## config.mk

```make
export PLATFORM = sky130hd
export DESIGN_NAME = mid_side_stereo_width
export DESIGN_NICKNAME = d
export VERILOG_FILES = /design/src/msw_pkg.sv /design/src/msw_front.sv /design/src/msw_fifo.sv /design/src/msw_back.sv /design/src/mid_side_stereo_width.sv
export SDC_FILE = /design/constraint.sdc
export NUM_CORES = 2
export LEC_CHECK = 0
export ABC_AREA = 1
export BUFFER_PORTS_ARGS = -buffer_cell sky130_fd_sc_hd__buf_4
export CORE_MARGIN = 2
export CORE_UTILIZATION = 60
export CTS_CLUSTER_SIZE = 28
export DETAILED_ROUTE_END_ITERATION = 7
export GPL_TIMING_DRIVEN = 1
export PLACE_DENSITY_LB_ADDON = 0.25
export SETUP_SLACK_MARGIN = 0.3
export SYNTH_ARGS = -nofsm -noshare
export SYNTH_HDL_FRONTEND = slang
export SYNTH_SLANG_ARGS = --single-unit
```

## constraint.sdc

```tcl
create_clock -name clk_i -period 10.4 [get_ports clk_i]
set_input_delay 2.08 -clock clk_i [delete_from_list [all_inputs] [get_ports clk_i]]
set_output_delay 2.08 -clock clk_i [all_outputs]
set_load 0.02 [all_outputs]
```

## src/msw_pkg.sv

```systemverilog
// shared types, constants and register codes of the mid/side stereo width block
package msw_pkg;

  localparam int SAMPLE_BITS = 24;
  localparam int DECIMATION  = 4;
  localparam int CORR_WINDOW = 100;

  localparam int PHASE_W     = (DECIMATION > 1) ? $clog2(DECIMATION) : 1;
  localparam int CNT_W       = $clog2(CORR_WINDOW + 1);
  localparam int SUM_W       = CNT_W + 1;
  localparam int ACC_W       = SAMPLE_BITS + 4;
  localparam int MUL_B_W     = 17;
  localparam int PROD_W      = ACC_W + MUL_B_W;
  localparam int GAIN_FRAC   = 12;
  localparam int WIDTH_FRAC  = 14;
  localparam int CORR_W      = 16;
  localparam int CORR_FRAC   = 14;
  localparam int RECIP_SH    = 12;
  localparam int RECIP_INT   = ((1 << (CORR_FRAC + RECIP_SH)) + CORR_WINDOW - 1) / CORR_WINDOW;
  localparam int RECIP_W     = $clog2(RECIP_INT + 1);
  localparam int CPROD_W     = CNT_W + RECIP_W;
  localparam int QUIET_W     = SAMPLE_BITS - 1;
  localparam int QUEUE_DEPTH = 2;
  localparam int QPTR_W      = (QUEUE_DEPTH > 1) ? $clog2(QUEUE_DEPTH) : 1;
  localparam int CFG_ADDR_W  = 3;
  localparam int CFG_DATA_W  = 23;

  localparam logic [RECIP_W-1:0] CORR_RECIP = RECIP_W'(RECIP_INT);

  localparam logic [15:0] WIDTH_MAX  = 16'd32768;
  localparam logic signed [15:0] BAL_MAX = 16'sd16384;
  localparam logic signed [15:0] BAL_MIN = -16'sd16384;
  localparam logic signed [15:0] BAL_DEAD = 16'sd16;

  typedef enum logic [CFG_ADDR_W-1:0] {
    REG_WIDTH   = 3'd0,
    REG_MID     = 3'd1,
    REG_SIDE    = 3'd2,
    REG_BALANCE = 3'd3,
    REG_MONO    = 3'd4,
    REG_QUIET   = 3'd5
  } msw_reg_e;

  typedef enum logic [1:0] {
    BAL_NONE,
    BAL_RIGHT,
    BAL_LEFT
  } msw_bal_e;

  typedef enum logic [3:0] {
    B_IDLE,
    B_MID,
    B_SIDE_W,
    B_SIDE_G,
    B_DEC,
    B_BAL,
    B_FIN,
    B_CORR,
    B_OUT
  } msw_back_state_e;

  typedef struct packed {
    logic signed [SAMPLE_BITS-1:0] left_in;
    logic signed [SAMPLE_BITS-1:0] right_in;
  } msw_in_t;

  typedef struct packed {
    logic signed [SAMPLE_BITS-1:0] left_out;
    logic signed [SAMPLE_BITS-1:0] right_out;
    logic signed [CORR_W-1:0]      correlation_value;
    logic                          correlation_new;
  } msw_out_t;

  typedef struct packed {
    logic signed [SAMPLE_BITS-1:0] mid_h;
    logic signed [SAMPLE_BITS-1:0] side_h;
    logic                          meter;
  } msw_job_t;

  typedef struct packed {
    logic [15:0]        width_eff;
    logic [13:0]        mid_gain;
    logic [13:0]        side_gain;
    msw_bal_e           bal_sel;
    logic [14:0]        bal_factor;
    logic               mono;
    logic [QUIET_W-1:0] quiet;
  } msw_cfg_t;

endpackage

```

## src/msw_front.sv

```systemverilog
// front end: request intake, decimation tagging and half sum / half difference
module msw_front (
  input  logic             clk_i,
  input  logic             rst_ni,
  input  logic             in_valid_i,
  output logic             in_ready_o,
  input  msw_pkg::msw_in_t in_data_i,
  input  logic             q_full_i,
  output logic             q_push_o,
  output msw_pkg::msw_job_t job_o
);
  import msw_pkg::*;

  logic [PHASE_W-1:0]          phase_q, phase_d;
  logic signed [SAMPLE_BITS:0] sum_w, diff_w;

  assign in_ready_o = !q_full_i;
  assign q_push_o   = in_valid_i && !q_full_i;

  assign sum_w  = {in_data_i.left_in[SAMPLE_BITS-1], in_data_i.left_in}
                + {in_data_i.right_in[SAMPLE_BITS-1], in_data_i.right_in};
  assign diff_w = {in_data_i.left_in[SAMPLE_BITS-1], in_data_i.left_in}
                - {in_data_i.right_in[SAMPLE_BITS-1], in_data_i.right_in};

  assign job_o.mid_h  = $signed(sum_w[SAMPLE_BITS:1]);
  assign job_o.side_h = $signed(diff_w[SAMPLE_BITS:1]);
  assign job_o.meter  = (phase_q == '0);

  always_comb begin
    phase_d = phase_q;
    if (q_push_o) begin
      if (phase_q == PHASE_W'(DECIMATION - 1)) begin
        phase_d = '0;
      end else begin
        phase_d = phase_q + PHASE_W'(1);
      end
    end
  end

  always_ff @(posedge clk_i or negedge rst_ni) begin
    if (!rst_ni) begin
      phase_q <= '0;
    end else begin
      phase_q <= phase_d;
    end
  end

endmodule

```

## src/msw_fifo.sv

```systemverilog
// short queue between front end and back end
module msw_fifo (
  input  logic              clk_i,
  input  logic              rst_ni,
  input  logic              push_i,
  input  msw_pkg::msw_job_t push_data_i,
  output logic              full_o,
  input  logic              pop_i,
  output logic              valid_o,
  output msw_pkg::msw_job_t pop_data_o
);
  import msw_pkg::*;

  msw_job_t          mem_q [QUEUE_DEPTH];
  logic [QPTR_W-1:0] wr_ptr_q, wr_ptr_d, rd_ptr_q, rd_ptr_d;
  logic [QPTR_W:0]   count_q, count_d;

  assign full_o     = (count_q == (QPTR_W+1)'(QUEUE_DEPTH));
  assign valid_o    = (count_q != '0);
  assign pop_data_o = mem_q[rd_ptr_q];

  always_comb begin
    wr_ptr_d = wr_ptr_q;
    rd_ptr_d = rd_ptr_q;
    count_d  = count_q;
    if (push_i) begin
      wr_ptr_d = (wr_ptr_q == QPTR_W'(QUEUE_DEPTH - 1)) ? '0 : wr_ptr_q + QPTR_W'(1);
    end
    if (pop_i) begin
      rd_ptr_d = (rd_ptr_q == QPTR_W'(QUEUE_DEPTH - 1)) ? '0 : rd_ptr_q + QPTR_W'(1);
    end
    if (push_i && !pop_i) begin
      count_d = count_q + (QPTR_W+1)'(1);
    end else if (pop_i && !push_i) begin
      count_d = count_q - (QPTR_W+1)'(1);
    end
  end

  always_ff @(posedge clk_i) begin
    if (push_i) begin
      mem_q[wr_ptr_q] <= push_data_i;
    end
  end

  always_ff @(posedge clk_i or negedge rst_ni) begin
    if (!rst_ni) begin
      wr_ptr_q <= '0;
      rd_ptr_q <= '0;
      count_q  <= '0;
    end else begin
      wr_ptr_q <= wr_ptr_d;
      rd_ptr_q <= rd_ptr_d;
      count_q  <= count_d;
    end
  end

endmodule

```

## src/msw_back.sv

```systemverilog
// back end: gain sequencer on one shared multiplier, saturation and correlation meter
module msw_back (
  input  logic               clk_i,
  input  logic               rst_ni,
  input  msw_pkg::msw_cfg_t  cfg_i,
  input  logic               job_valid_i,
  input  msw_pkg::msw_job_t  job_i,
  output logic               job_pop_o,
  output logic               out_valid_o,
  input  logic               out_ready_i,
  output msw_pkg::msw_out_t  out_data_o
);
  import msw_pkg::*;

  msw_back_state_e state_q, state_d;

  logic signed [ACC_W-1:0]       mid_q, mid_d, side_q, side_d;
  logic signed [ACC_W-1:0]       lo_q, lo_d, ro_q, ro_d;
  logic signed [SAMPLE_BITS-1:0] los_q, los_d, ros_q, ros_d;
  logic                          meter_q, meter_d;
  logic signed [SUM_W-1:0]       sum_q, sum_d;
  logic [CNT_W-1:0]              cnt_q, cnt_d;
  logic signed [CORR_W-1:0]      corr_q, corr_d;
  logic                          new_q, new_d;
  logic [CNT_W-1:0]              mag_q, mag_d;
  logic                          neg_q, neg_d;
  logic                          out_valid_q, out_valid_d;
  msw_out_t                      out_data_q, out_data_d;

  logic signed [ACC_W-1:0]       mul_a;
  logic signed [MUL_B_W-1:0]     mul_b;
  logic signed [PROD_W-1:0]      prod, prod_g, prod_w;

  logic signed [ACC_W:0]         mono_sum;
  logic signed [ACC_W-1:0]       lo_m, ro_m;
  logic signed [SAMPLE_BITS-1:0] lo_s, ro_s;
  logic [SAMPLE_BITS-1:0]        lo_abs, ro_abs;
  logic                          loud;
  logic signed [SUM_W-1:0]       sum_inc;
  logic [CNT_W-1:0]              cnt_inc;
  logic [CNT_W-1:0]              sum_mag;
  logic [CPROD_W-1:0]            corr_prod;
  logic [CORR_W-1:0]             quo;

  function automatic logic signed [SAMPLE_BITS-1:0] sat_sample(
    input logic signed [ACC_W-1:0] v
  );
    logic [ACC_W-SAMPLE_BITS:0] top;
    top = v[ACC_W-1:SAMPLE_BITS-1];
    if ((&top) || !(|top)) begin
      return v[SAMPLE_BITS-1:0];
    end else if (v[ACC_W-1]) begin
      return {1'b1, {(SAMPLE_BITS-1){1'b0}}};
    end else begin
      return {1'b0, {(SAMPLE_BITS-1){1'b1}}};
    end
  endfunction

  assign prod   = mul_a * mul_b;
  assign prod_g = prod >>> GAIN_FRAC;
  assign prod_w = prod >>> WIDTH_FRAC;

  assign mono_sum = {lo_q[ACC_W-1], lo_q} + {ro_q[ACC_W-1], ro_q};
  assign lo_m     = cfg_i.mono ? $signed(mono_sum[ACC_W:1]) : lo_q;
  assign ro_m     = cfg_i.mono ? $signed(mono_sum[ACC_W:1]) : ro_q;
  assign lo_s     = sat_sample(lo_m);
  assign ro_s     = sat_sample(ro_m);
  assign lo_abs   = lo_s[SAMPLE_BITS-1] ? (~lo_s + SAMPLE_BITS'(1)) : lo_s;
  assign ro_abs   = ro_s[SAMPLE_BITS-1] ? (~ro_s + SAMPLE_BITS'(1)) : ro_s;
  assign loud     = (lo_abs > {1'b0, cfg_i.quiet}) && (ro_abs > {1'b0, cfg_i.quiet});
  assign sum_inc  = (lo_s[SAMPLE_BITS-1] == ro_s[SAMPLE_BITS-1]) ?
                    sum_q + SUM_W'(1) : sum_q - SUM_W'(1);
  assign cnt_inc  = cnt_q + CNT_W'(1);
  assign sum_mag  = sum_inc[SUM_W-1] ? CNT_W'(-sum_inc) : CNT_W'(sum_inc);

  // magnitude times 2^14 / window through a reciprocal multiply
  assign corr_prod = mag_q * CORR_RECIP;
  assign quo       = {1'b0, corr_prod[RECIP_SH+CORR_W-2:RECIP_SH]};

  assign job_pop_o   = (state_q == B_IDLE) && job_valid_i;
  assign out_valid_o = out_valid_q;
  assign out_data_o  = out_data_q;

  always_comb begin
    state_d     = state_q;
    mid_d       = mid_q;
    side_d      = side_q;
    lo_d        = lo_q;
    ro_d        = ro_q;
    los_d       = los_q;
    ros_d       = ros_q;
    meter_d     = meter_q;
    sum_d       = sum_q;
    cnt_d       = cnt_q;
    corr_d      = corr_q;
    new_d       = new_q;
    mag_d       = mag_q;
    neg_d       = neg_q;
    out_valid_d = out_valid_q;
    out_data_d  = out_data_q;
    mul_a       = '0;
    mul_b       = '0;

    if (out_ready_i) begin
      out_valid_d = 1'b0;
    end

    case (state_q)
      B_IDLE: begin
        if (job_valid_i) begin
          mid_d   = {{(ACC_W-SAMPLE_BITS){job_i.mid_h[SAMPLE_BITS-1]}}, job_i.mid_h};
          side_d  = {{(ACC_W-SAMPLE_BITS){job_i.side_h[SAMPLE_BITS-1]}}, job_i.side_h};
          meter_d = job_i.meter;
          state_d = B_MID;
        end
      end
      B_MID: begin
        mul_a   = mid_q;
        mul_b   = $signed({{(MUL_B_W-14){1'b0}}, cfg_i.mid_gain});
        mid_d   = $signed(prod_g[ACC_W-1:0]);
        state_d = B_SIDE_W;
      end
      B_SIDE_W: begin
        mul_a   = side_q;
        mul_b   = $signed({{(MUL_B_W-16){1'b0}}, cfg_i.width_eff});
        side_d  = $signed(prod_w[ACC_W-1:0]);
        state_d = B_SIDE_G;
      end
      B_SIDE_G: begin
        mul_a   = side_q;
        mul_b   = $signed({{(MUL_B_W-14){1'b0}}, cfg_i.side_gain});
        side_d  = $signed(prod_g[ACC_W-1:0]);
        state_d = B_DEC;
      end
      B_DEC: begin
        lo_d    = mid_q + side_q;
        ro_d    = mid_q - side_q;
        state_d = (cfg_i.bal_sel == BAL_NONE) ? B_FIN : B_BAL;
      end
      B_BAL: begin
        mul_a = (cfg_i.bal_sel == BAL_RIGHT) ? ro_q : lo_q;
        mul_b = $signed({{(MUL_B_W-15){1'b0}}, cfg_i.bal_factor});
        if (cfg_i.bal_sel == BAL_RIGHT) begin
          ro_d = $signed(prod_w[ACC_W-1:0]);
        end else begin
          lo_d = $signed(prod_w[ACC_W-1:0]);
        end
        state_d = B_FIN;
      end
      B_FIN: begin
        los_d   = lo_s;
        ros_d   = ro_s;
        new_d   = 1'b0;
        state_d = B_OUT;
        if (meter_q && loud) begin
          if (cnt_inc == CNT_W'(CORR_WINDOW)) begin
            neg_d   = sum_inc[SUM_W-1];
            mag_d   = sum_mag;
            sum_d   = '0;
            cnt_d   = '0;
            state_d = B_CORR;
          end else begin
            sum_d = sum_inc;
            cnt_d = cnt_inc;
          end
        end
      end
      B_CORR: begin
        corr_d  = neg_q ? $signed(-quo) : $signed(quo);
        new_d   = 1'b1;
        state_d = B_OUT;
      end
      B_OUT: begin
        if (!out_valid_q || out_ready_i) begin
          out_valid_d                  = 1'b1;
          out_data_d.left_out          = los_q;
          out_data_d.right_out         = ros_q;
          out_data_d.correlation_value = corr_q;
          out_data_d.correlation_new   = new_q;
          state_d                      = B_IDLE;
        end
      end
      default: begin
        state_d = B_IDLE;
      end
    endcase
  end

  always_ff @(posedge clk_i) begin
    mid_q      <= mid_d;
    side_q     <= side_d;
    lo_q       <= lo_d;
    ro_q       <= ro_d;
    los_q      <= los_d;
    ros_q      <= ros_d;
    meter_q    <= meter_d;
    mag_q      <= mag_d;
    neg_q      <= neg_d;
    out_data_q <= out_data_d;
  end

  always_ff @(posedge clk_i or negedge rst_ni) begin
    if (!rst_ni) begin
      state_q     <= B_IDLE;
      sum_q       <= '0;
      cnt_q       <= '0;
      corr_q      <= '0;
      new_q       <= 1'b0;
      out_valid_q <= 1'b0;
    end else begin
      state_q     <= state_d;
      sum_q       <= sum_d;
      cnt_q       <= cnt_d;
      corr_q      <= corr_d;
      new_q       <= new_d;
      out_valid_q <= out_valid_d;
    end
  end

endmodule

```

## src/mid_side_stereo_width.sv

```systemverilog
// Mid/side stereo width processor top level: configuration registers, front end, queue and
// back end. The back end takes one stereo pair at a time through its states, with B_BAL added
// when balance is active, since its gain, width and balance products run one after another on
// a single shared multiplier; the pair that closes a correlation window also passes B_CORR to
// scale the sign sum by the window length with a reciprocal multiply. The front end tags every
// DECIMATION-th pair for the meter and hands pairs to a two-entry queue, so up to two
// further pairs are taken while the back end works and one result waits in the output register.
module mid_side_stereo_width (
  input  logic                              clk_i,
  input  logic                              rst_ni,
  input  logic                              in_valid_i,
  output logic                              in_ready_o,
  input  msw_pkg::msw_in_t                  in_data_i,
  output logic                              out_valid_o,
  input  logic                              out_ready_i,
  output msw_pkg::msw_out_t                 out_data_o,
  input  logic                              cfg_we_i,
  input  logic [msw_pkg::CFG_ADDR_W-1:0]    cfg_addr_i,
  input  logic [msw_pkg::CFG_DATA_W-1:0]    cfg_data_i
);
  import msw_pkg::*;

  logic [15:0]         width_q;
  logic [13:0]         mid_gain_q;
  logic [13:0]         side_gain_q;
  logic signed [15:0]  balance_q;
  logic                mono_q;
  logic [QUIET_W-1:0]  quiet_q;

  logic signed [15:0]  bal_clamp;
  logic signed [16:0]  bal_ext;
  logic signed [16:0]  fac_right, fac_left;
  msw_cfg_t            cfg;

  logic                q_full, q_push, q_valid, q_pop;
  msw_job_t            job_in, job_out;

  always_ff @(posedge clk_i or negedge rst_ni) begin
    if (!rst_ni) begin
      width_q     <= 16'd16384;
      mid_gain_q  <= 14'd4096;
      side_gain_q <= 14'd4096;
      balance_q   <= '0;
      mono_q      <= 1'b0;
      quiet_q     <= QUIET_W'(26527);
    end else if (cfg_we_i) begin
      case (cfg_addr_i)
        REG_WIDTH:   width_q     <= cfg_data_i[15:0];
        REG_MID:     mid_gain_q  <= cfg_data_i[13:0];
        REG_SIDE:    side_gain_q <= cfg_data_i[13:0];
        REG_BALANCE: balance_q   <= $signed(cfg_data_i[15:0]);
        REG_MONO:    mono_q      <= cfg_data_i[0];
        REG_QUIET:   quiet_q     <= cfg_data_i[QUIET_W-1:0];
        default: begin
        end
      endcase
    end
  end

  always_comb begin
    if (balance_q > BAL_MAX) begin
      bal_clamp = BAL_MAX;
    end else if (balance_q < BAL_MIN) begin
      bal_clamp = BAL_MIN;
    end else begin
      bal_clamp = balance_q;
    end
  end

  assign bal_ext   = {bal_clamp[15], bal_clamp};
  assign fac_right = 17'sd16384 + bal_ext;
  assign fac_left  = 17'sd16384 - bal_ext;

  always_comb begin
    cfg.width_eff  = (width_q > WIDTH_MAX) ? WIDTH_MAX : width_q;
    cfg.mid_gain   = mid_gain_q;
    cfg.side_gain  = side_gain_q;
    cfg.mono       = mono_q;
    cfg.quiet      = quiet_q;
    cfg.bal_sel    = BAL_NONE;
    cfg.bal_factor = fac_left[14:0];
    if (bal_clamp < -BAL_DEAD) begin
      cfg.bal_sel    = BAL_RIGHT;
      cfg.bal_factor = fac_right[14:0];
    end else if (bal_clamp > BAL_DEAD) begin
      cfg.bal_sel    = BAL_LEFT;
    end
  end

  msw_front u_front (
    .clk_i      (clk_i),
    .rst_ni     (rst_ni),
    .in_valid_i (in_valid_i),
    .in_ready_o (in_ready_o),
    .in_data_i  (in_data_i),
    .q_full_i   (q_full),
    .q_push_o   (q_push),
    .job_o      (job_in)
  );

  msw_fifo u_fifo (
    .clk_i       (clk_i),
    .rst_ni      (rst_ni),
    .push_i      (q_push),
    .push_data_i (job_in),
    .full_o      (q_full),
    .pop_i       (q_pop),
    .valid_o     (q_valid),
    .pop_data_o  (job_out)
  );

  msw_back u_back (
    .clk_i       (clk_i),
    .rst_ni      (rst_ni),
    .cfg_i       (cfg),
    .job_valid_i (q_valid),
    .job_i       (job_out),
    .job_pop_o   (q_pop),
    .out_valid_o (out_valid_o),
    .out_ready_i (out_ready_i),
    .out_data_o  (out_data_o)
  );

endmodule

```

**Yosys cells after proc, flatten, opt, wreduce, memory -nomap -nowiden**

Memories as Yosys holds them, arrays and structs flattened.
Cells that the tools add are included.

- Flip-flop bits (word level): 361
- Bits in writable memories: 98
- Output and inout port bits: 67
- Memories kept: 1

- Order comparisons: 7
- $mul: 2
- Equal/unequal tests: 22
- Add/subtract/negate cells: 19
- Reduce and logical (&&, ||, !) cells: 45
- Muxes and demuxes: 47
- Bitwise gates (word level): 2

Memory list:

| memory | depth | bits a word | read ports | clocked after memory_dff | write ports | RTL line | text |
|---|---|---|---|---|---|---|---|
| u_fifo.mem_q | 2 | 49 | 1 | 0 | 1 | msw_fifo.sv:14 | `msw_job_t mem_q [QUEUE_DEPTH];` |

Operators by type and width:

| kind | number |
|---|---|
| 28-bit 2-to-1 mux | 7 |
| 28-bit case mux with 2 select lines | 3 |
| 28-bit case mux with 3 select lines | 2 |
| 24-bit 2-to-1 mux | 6 |
| 16-bit 2-to-1 mux | 4 |
| 16-bit case mux with 4 select lines | 1 |
| 24-bit by 2-bit adder with 24-bit output (second input constant) | 2 |
| 24-bit by 23-bit > comparator with 1-bit output | 2 |
| 24-bit NOT | 2 |
| 28-bit by 17-bit multiplier with 42-bit output | 1 |
| 4-bit case mux with 9 select lines | 1 |
| 16-bit > comparator (second input constant) | 2 |
| 28-bit by 28-bit adder with 29-bit output | 1 |
| 28-bit adder | 1 |
| 2-bit AND reduction | 14 |
| 28-bit subtractor | 1 |
| 7-bit by 20-bit multiplier with 27-bit output (second input constant) | 1 |
| 24-bit by 24-bit adder with 25-bit output | 1 |
| 24-bit by 24-bit subtractor with 25-bit output | 1 |
| 4-bit by 3-bit == test with 1-bit output (second input constant) | 4 |
| 16-bit by 6-bit > comparator with 1-bit output (second input constant) | 1 |
| 16-bit by 15-bit < comparator with 1-bit output (second input constant) | 1 |
| 16-bit by 5-bit < comparator with 1-bit output (second input constant) | 1 |
| 4-bit 2-to-1 mux | 4 |
| 40 further kinds | 80 |

**Logic depth before layout (Yosys ltp)**

- Depth after elaboration: 14
- Depth in mapped cells: 49

**Hierarchy**

Synthesis repeated with hierarchy kept, for this count alone.

- Cells, all modules: 6176
- Area total of the unflattened synthesis: 48908.2 µm²

Modules (own cells, without submodules):

| module | cells each | times used | area each (µm²) | seq. area each (µm²) |
|---|---|---|---|---|
| msw_back | 4748 | 1 | 37084.3 | 7952.6 |
| mid_side_stereo_width | 498 | 1 | 4026.4 | 2119.5 |
| msw_fifo | 178 | 1 | 3996.3 | 3042.9 |
| msw_front | 752 | 1 | 3801.1 | 50.0 |

**Worst setup path after synthesis**

No wires, ideal clock.

- Path type: reg2reg
- Start: register balance_q[2]
- End: register u_back.lo_q[22], data pin
- Arrival time: 7.904 ns
- Cell stages (with the launch flop): 42
- Required time: 10.145 ns
- Library setup time: 0.255 ns
- Slack: 2.241 ns
- Buffers on the path: 2
- Cell sequence: dfrtp_1 nor4_1 nand3_1 and2_1 nor3_1 nand3_1 nand2_2 inv_2 nand2_2 inv_2 buf_2 a221oi_1 inv_1 buf_2 nand2_1 fa_1 fa_1 fa_1 [... 6 more ...] ha_1 a21oi_1 inv_1 a21oi_1 o21bai_1 a21oi_1 inv_1 nand2_1 o31ai_1 nand3_1 nand2_1 a21oi_1 inv_1 nand2_1 nand2_1 or2_2 nand3_1 nand2_1

- Cells in the longest elaborated chain, start to end: 12

Ends and longest elaborated chain:

| item | RTL line | text |
|---|---|---|
| from (decl) | mid_side_stereo_width.sv:26 | `logic signed [15:0] balance_q;` |
| from (signal assigned) | mid_side_stereo_width.sv:51 | `REG_BALANCE: balance_q <= $signed(cfg_data_i[15:0]);` |
| 16-bit by 15-bit < comparator with 1-bit output | mid_side_stereo_width.sv:63 | `end else if (balance_q < BAL_MIN) begin` |
| 16-bit 2-to-1 mux | mid_side_stereo_width.sv:63 |  |
| 16-bit 2-to-1 mux * | mid_side_stereo_width.sv:61 | `if (balance_q > BAL_MAX) begin` |
| 16-bit by 6-bit > comparator with 1-bit output | mid_side_stereo_width.sv:85 | `end else if (bal_clamp > BAL_DEAD) begin` |
| 2-bit 2-to-1 mux | mid_side_stereo_width.sv:85 |  |
| 2-bit 2-to-1 mux | mid_side_stereo_width.sv:82 | `if (bal_clamp < -BAL_DEAD) begin` |
| 2-bit by 1-bit == test with 1-bit output | msw_back.sv:141 | `mul_a = (cfg_i.bal_sel == BAL_RIGHT) ? ro_q : lo_q;` |
| 28-bit 2-to-1 mux | msw_back.sv:141 |  |
| 28-bit case mux with 3 select lines | msw_back.sv:108 | `case (state_q)` |
| 28-bit by 17-bit multiplier with 42-bit output * | msw_back.sv:59 | `assign prod = mul_a * mul_b;` |
| 28-bit 2-to-1 mux * | msw_back.sv:143 | `if (cfg_i.bal_sel == BAL_RIGHT) begin` |
| 28-bit case mux with 2 select lines * | msw_back.sv:108 |  |
| named net u_back.lo_d[22] | msw_back.sv:18 | `logic signed [ACC_W-1:0] lo_q, lo_d, ro_q, ro_d;` |
| to (signal assigned) | msw_back.sv:192 | `lo_q <= lo_d;` |
| to (decl) | msw_back.sv:18 |  |

Mark *: on every way through the listed nets, which the timed path passes. The rest lies on a longest branch. The select of a mux whose other input is x is not followed.
A chain may end at the register's enable or synchronous reset.

**Final worst setup path**

- Start: register balance_q[2]
- End: register u_back.side_q[18], data pin

- Cells in the longest elaborated chain, start to end: 11

Ends and longest elaborated chain:

| item | RTL line | text |
|---|---|---|
| 16-bit by 15-bit < comparator with 1-bit output | mid_side_stereo_width.sv:63 |  |
| 16-bit 2-to-1 mux | mid_side_stereo_width.sv:63 |  |
| 16-bit 2-to-1 mux * | mid_side_stereo_width.sv:61 |  |
| 16-bit by 6-bit > comparator with 1-bit output | mid_side_stereo_width.sv:85 |  |
| 2-bit 2-to-1 mux | mid_side_stereo_width.sv:85 |  |
| 2-bit 2-to-1 mux | mid_side_stereo_width.sv:82 |  |
| 2-bit by 1-bit == test with 1-bit output | msw_back.sv:141 |  |
| 28-bit 2-to-1 mux | msw_back.sv:141 |  |
| 28-bit case mux with 3 select lines | msw_back.sv:108 |  |
| 28-bit by 17-bit multiplier with 42-bit output * | msw_back.sv:59 |  |
| 28-bit case mux with 3 select lines * | msw_back.sv:108 |  |
| named net u_back.side_d[18] | msw_back.sv:17 | `logic signed [ACC_W-1:0] mid_q, mid_d, side_q, side_d;` |
| to (signal assigned) | msw_back.sv:191 | `side_q <= side_d;` |
| to (decl) | msw_back.sv:17 |  |

Mark *: on every way through the listed nets, which the timed path passes. The rest lies on a longest branch.

==> summary.txt <==
Total CTS buffers: 49
Critical path's slowest cell: a221oi_4
Startpoint Class: register
Dpl hpwl: 106.5 mm
CTS Root Cell: clkbuf_16
Initial antenna violation count: 3
Async S/R FF share, synth: 0.2767
Hold_buf cts: 0
Initial core utilization: 0.6064
PortBufs: 145
Final TNS setup: 0 ns
Routed vias: 38340
Final-report hold violation count: 0
Drt via density: 5.622
Top post-synthesis cells by area: edfxtp_1 (22%), fa_1 (19%), nand2_1 (10%)
FMAX: 0.1039 GHz
Synth Cell Area: 46130 µm²
Least-Margin Pin Slew: 1.042 ns
Adder-cell share of the synthesized area: 0.2863
Hold crit path type: reg -> reg
XOR/XNOR share of the synthesized area: 0.03303
Yosys top cell by area: edfxtp_1
Synth Flop Type: edfxtp_1
Worst-path clk slew: 0.06 ns
Synth Area in Compound Gates: 0.09913
Largest net degree at the start of global routing: 72
Critical path arrival: 10.07 ns
Synth Area per Inst: 8.196 µm²
Register area: 13170 µm²
Netlist cell types: 60
Post-synthesis simple-gate area fraction: 0.1913
# nets final: 6618
Worst EP required: 10.85 ns
Kind of critical path: reg -> reg
H-tree levels: 2
GR Overflow Total: 0
Slew headroom: 0.3014
First-pass GRT wire length: 206.1 mm
Later-pin clock latency in the skew report: 0.60 ns
Most frequent CP cell: fa_1
Area delta synth->final: 9.089%
Total Routed Length: 131.2 mm
Register area share after synthesis: 0.2854
Final number of setup-violating endpoints: 0
Vias in the first global route: 37560
Height of the die: 281.3 µm
Synth top area share: 0.2161
Die ar.: 79120 µm²
RSZ-0062 raised after global routing: true
Largest family of logic cells by synthesized area: adder cells
Fillers: 6409
Overall Global Routing Usage: 0.3385
Area taken by multi-input logic gates: 28260 µm²
Mapped Cells: 5629
FF+latch count, synth: 459
Post-Layout Inst Area: 50330 µm²
Max cap viols: 0
1st-pass router iterations: 6
Core area: 76080 µm²
Clock skew: 0.02175 ns
Clock Path Buffers: 3
Tcrit/Tclk final: 0.9255
Share of layout cells above drive strength 1: 0.08015
Ys Warns: 0
Final Critical Period: 9.625 ns
Post-synthesis mux area share: 0.0002170
Gpl congestion: 1.026
Layout Utilization: 0.6615
Syn_nets: 6499
Wire length per cell: 19.24 µm
Max Fanout on Critical Path: 18
Iteration-0 DRC Markers: 3598
Remaining antenna violation count: 0
Hold WS: 0.4140 ns
Number of synthesized flops with an enable pin: 332
CTS tree: built
Row count: 101
Setup crit end kind: register
IO Count: 146
CP peak stage delay: 0.54 ns
Clock Sinks: 459
Status: completed
Dpl cell area: 48510 µm²
Max-slew violation count: 0
Die X-Extent: 281.3 µm
DRC violations left: 0
==> final timing paths <==
kind | startpoint | to | slack [ns] | cells past startpoint
max in group asynchronous | rst_ni | u_back.sum_q[0] | 7.60 | 2
worst min register to register | u_back.los_q[18] | u_back.out_data_o[59] | 0.41 | 0
worst min-delay path | u_back.los_q[18] | u_back.out_data_o[59] | 0.41 | 0
min in group asynchronous | rst_ni | width_q[12] | 1.49 | 1
worst max register to register | balance_q[2] | u_back.side_q[18] | 0.78 | 35
worst max-delay path | balance_q[2] | u_back.side_q[18] | 0.78 | 35
==> timing repair <==
item                       CTS  global route
setup buffers                0             2
hold endpoints to repair     0             0
setup endpoints to repair    0            89
gates resized for setup      0            10
==> kinds of logic after synthesis <==
group                      Yosys count
AOI/OAI and AO/OA                  789
muxes                                1
adders and majority gates          791
xor gates and xnor gates           174
and+or+nand+nor                   2153
DFF                                459
buffers and inverters             1262
==> layer usage <==
layer / vias to the layer above / track usage / share of wire
met3: 308 / 0.05695 / 0.090
met4: 4 / 0.1417 / 0.045
met2: 1757 / 0.5320 / 0.45
met1: 18280 / 0.4667 / 0.42
met5: - / 0 / 0.00020
li1: 18000 / - / -
==> layout by cell type, fill, tap and decap left out, drive strengths merged, types with 66 or more instances in the layout <==
cell / instances
a21oi: 282
nand3: 195
dfrtp: 113
fa: 441
clkbuf: 66
nor2: 493
nand2: 1301
buf: 230
o21ai: 313
edfxtp: 332
xor2: 122
inv: 1088
ha: 350
==> synthesized netlist by cell type (all sizes together) (3+ instances only) <==
library cell,n
dfstp,14
o221ai,5
o211ai,19
fa,441
a21o,12
nand3b,6
or2,51
xnor2,52
o21bai,27
a221oi,30
ha,350
a2111oi,3
inv,1085
buf,41
nor4,13
a211oi,6
a21boi,6
and2,3
nor3,53
o21a,7
nor2,493
a22o,12
a31oi,41
dfrtp,113
o31ai,16
nand3,195
o21ai,313
a21oi,282
a22oi,3
xor2,122
nand4,36
nand2,1301
edfxtp,332
clkinv,15
clkbuf,121
==> per-stage QoR <==
stage	cells	setup WS, ns
final	6820	0.7752
after global routing	6819	0.2706
after global placement	6725	0.4861
after CTS	6817	0.3727
after floorplan	5629	2.241
after detailed placement	6725	0.4101
==> sequential cells by signal, indices dropped and copies added (netlist names), 7 cells and up <==
| register | cells |
|---|---|
| balance_q | 16 |
| u_fifo.mem_q | 98 |
| u_back.corr_q | 16 |
| u_back.side_q | 28 |
| u_back.mag_q | 7 |
| u_back.los_q | 24 |
| u_back.mid_q | 28 |
| quiet_q | 23 |
| u_back.out_data_o | 65 |
| mid_gain_q | 14 |
| u_back.lo_q | 28 |
| side_gain_q | 14 |
| u_back.ros_q | 24 |
| width_q | 16 |
| u_back.sum_q | 8 |
| u_back.cnt_q | 7 |
| u_back.ro_q | 28 |
==> worst max-delay path: cells and delay by family, from the launching register on <==
family | cells | cell delay (ns)
and+or+nand+nor | 12 | 2.21
buffers and inverters | 8 | 1.16
AOI/OAI and AO/OA | 7 | 1.77
adders and majority gates | 7 | 3.38
DFF | 1 | 0.39
xor gates and xnor gates | 1 | 0.54
==> final cells by class <==
class | instances | share of cell area
well taps | 1030 | 0.02561
flip-flops and latches | 459 | 0.2616
clock buffers | 66 | 0.02790
repair buffers | 230 | 0.03438
clock inverters | 26 | 0.006713
multi-input cells | 3908 | 0.5615
inverters | 1100 | 0.08219
diodes | 1 | 0.00004972
Power is left out: the tool's default activity adds up to more than one toggle a clock period on the data nets, which glitch-free logic cannot reach.
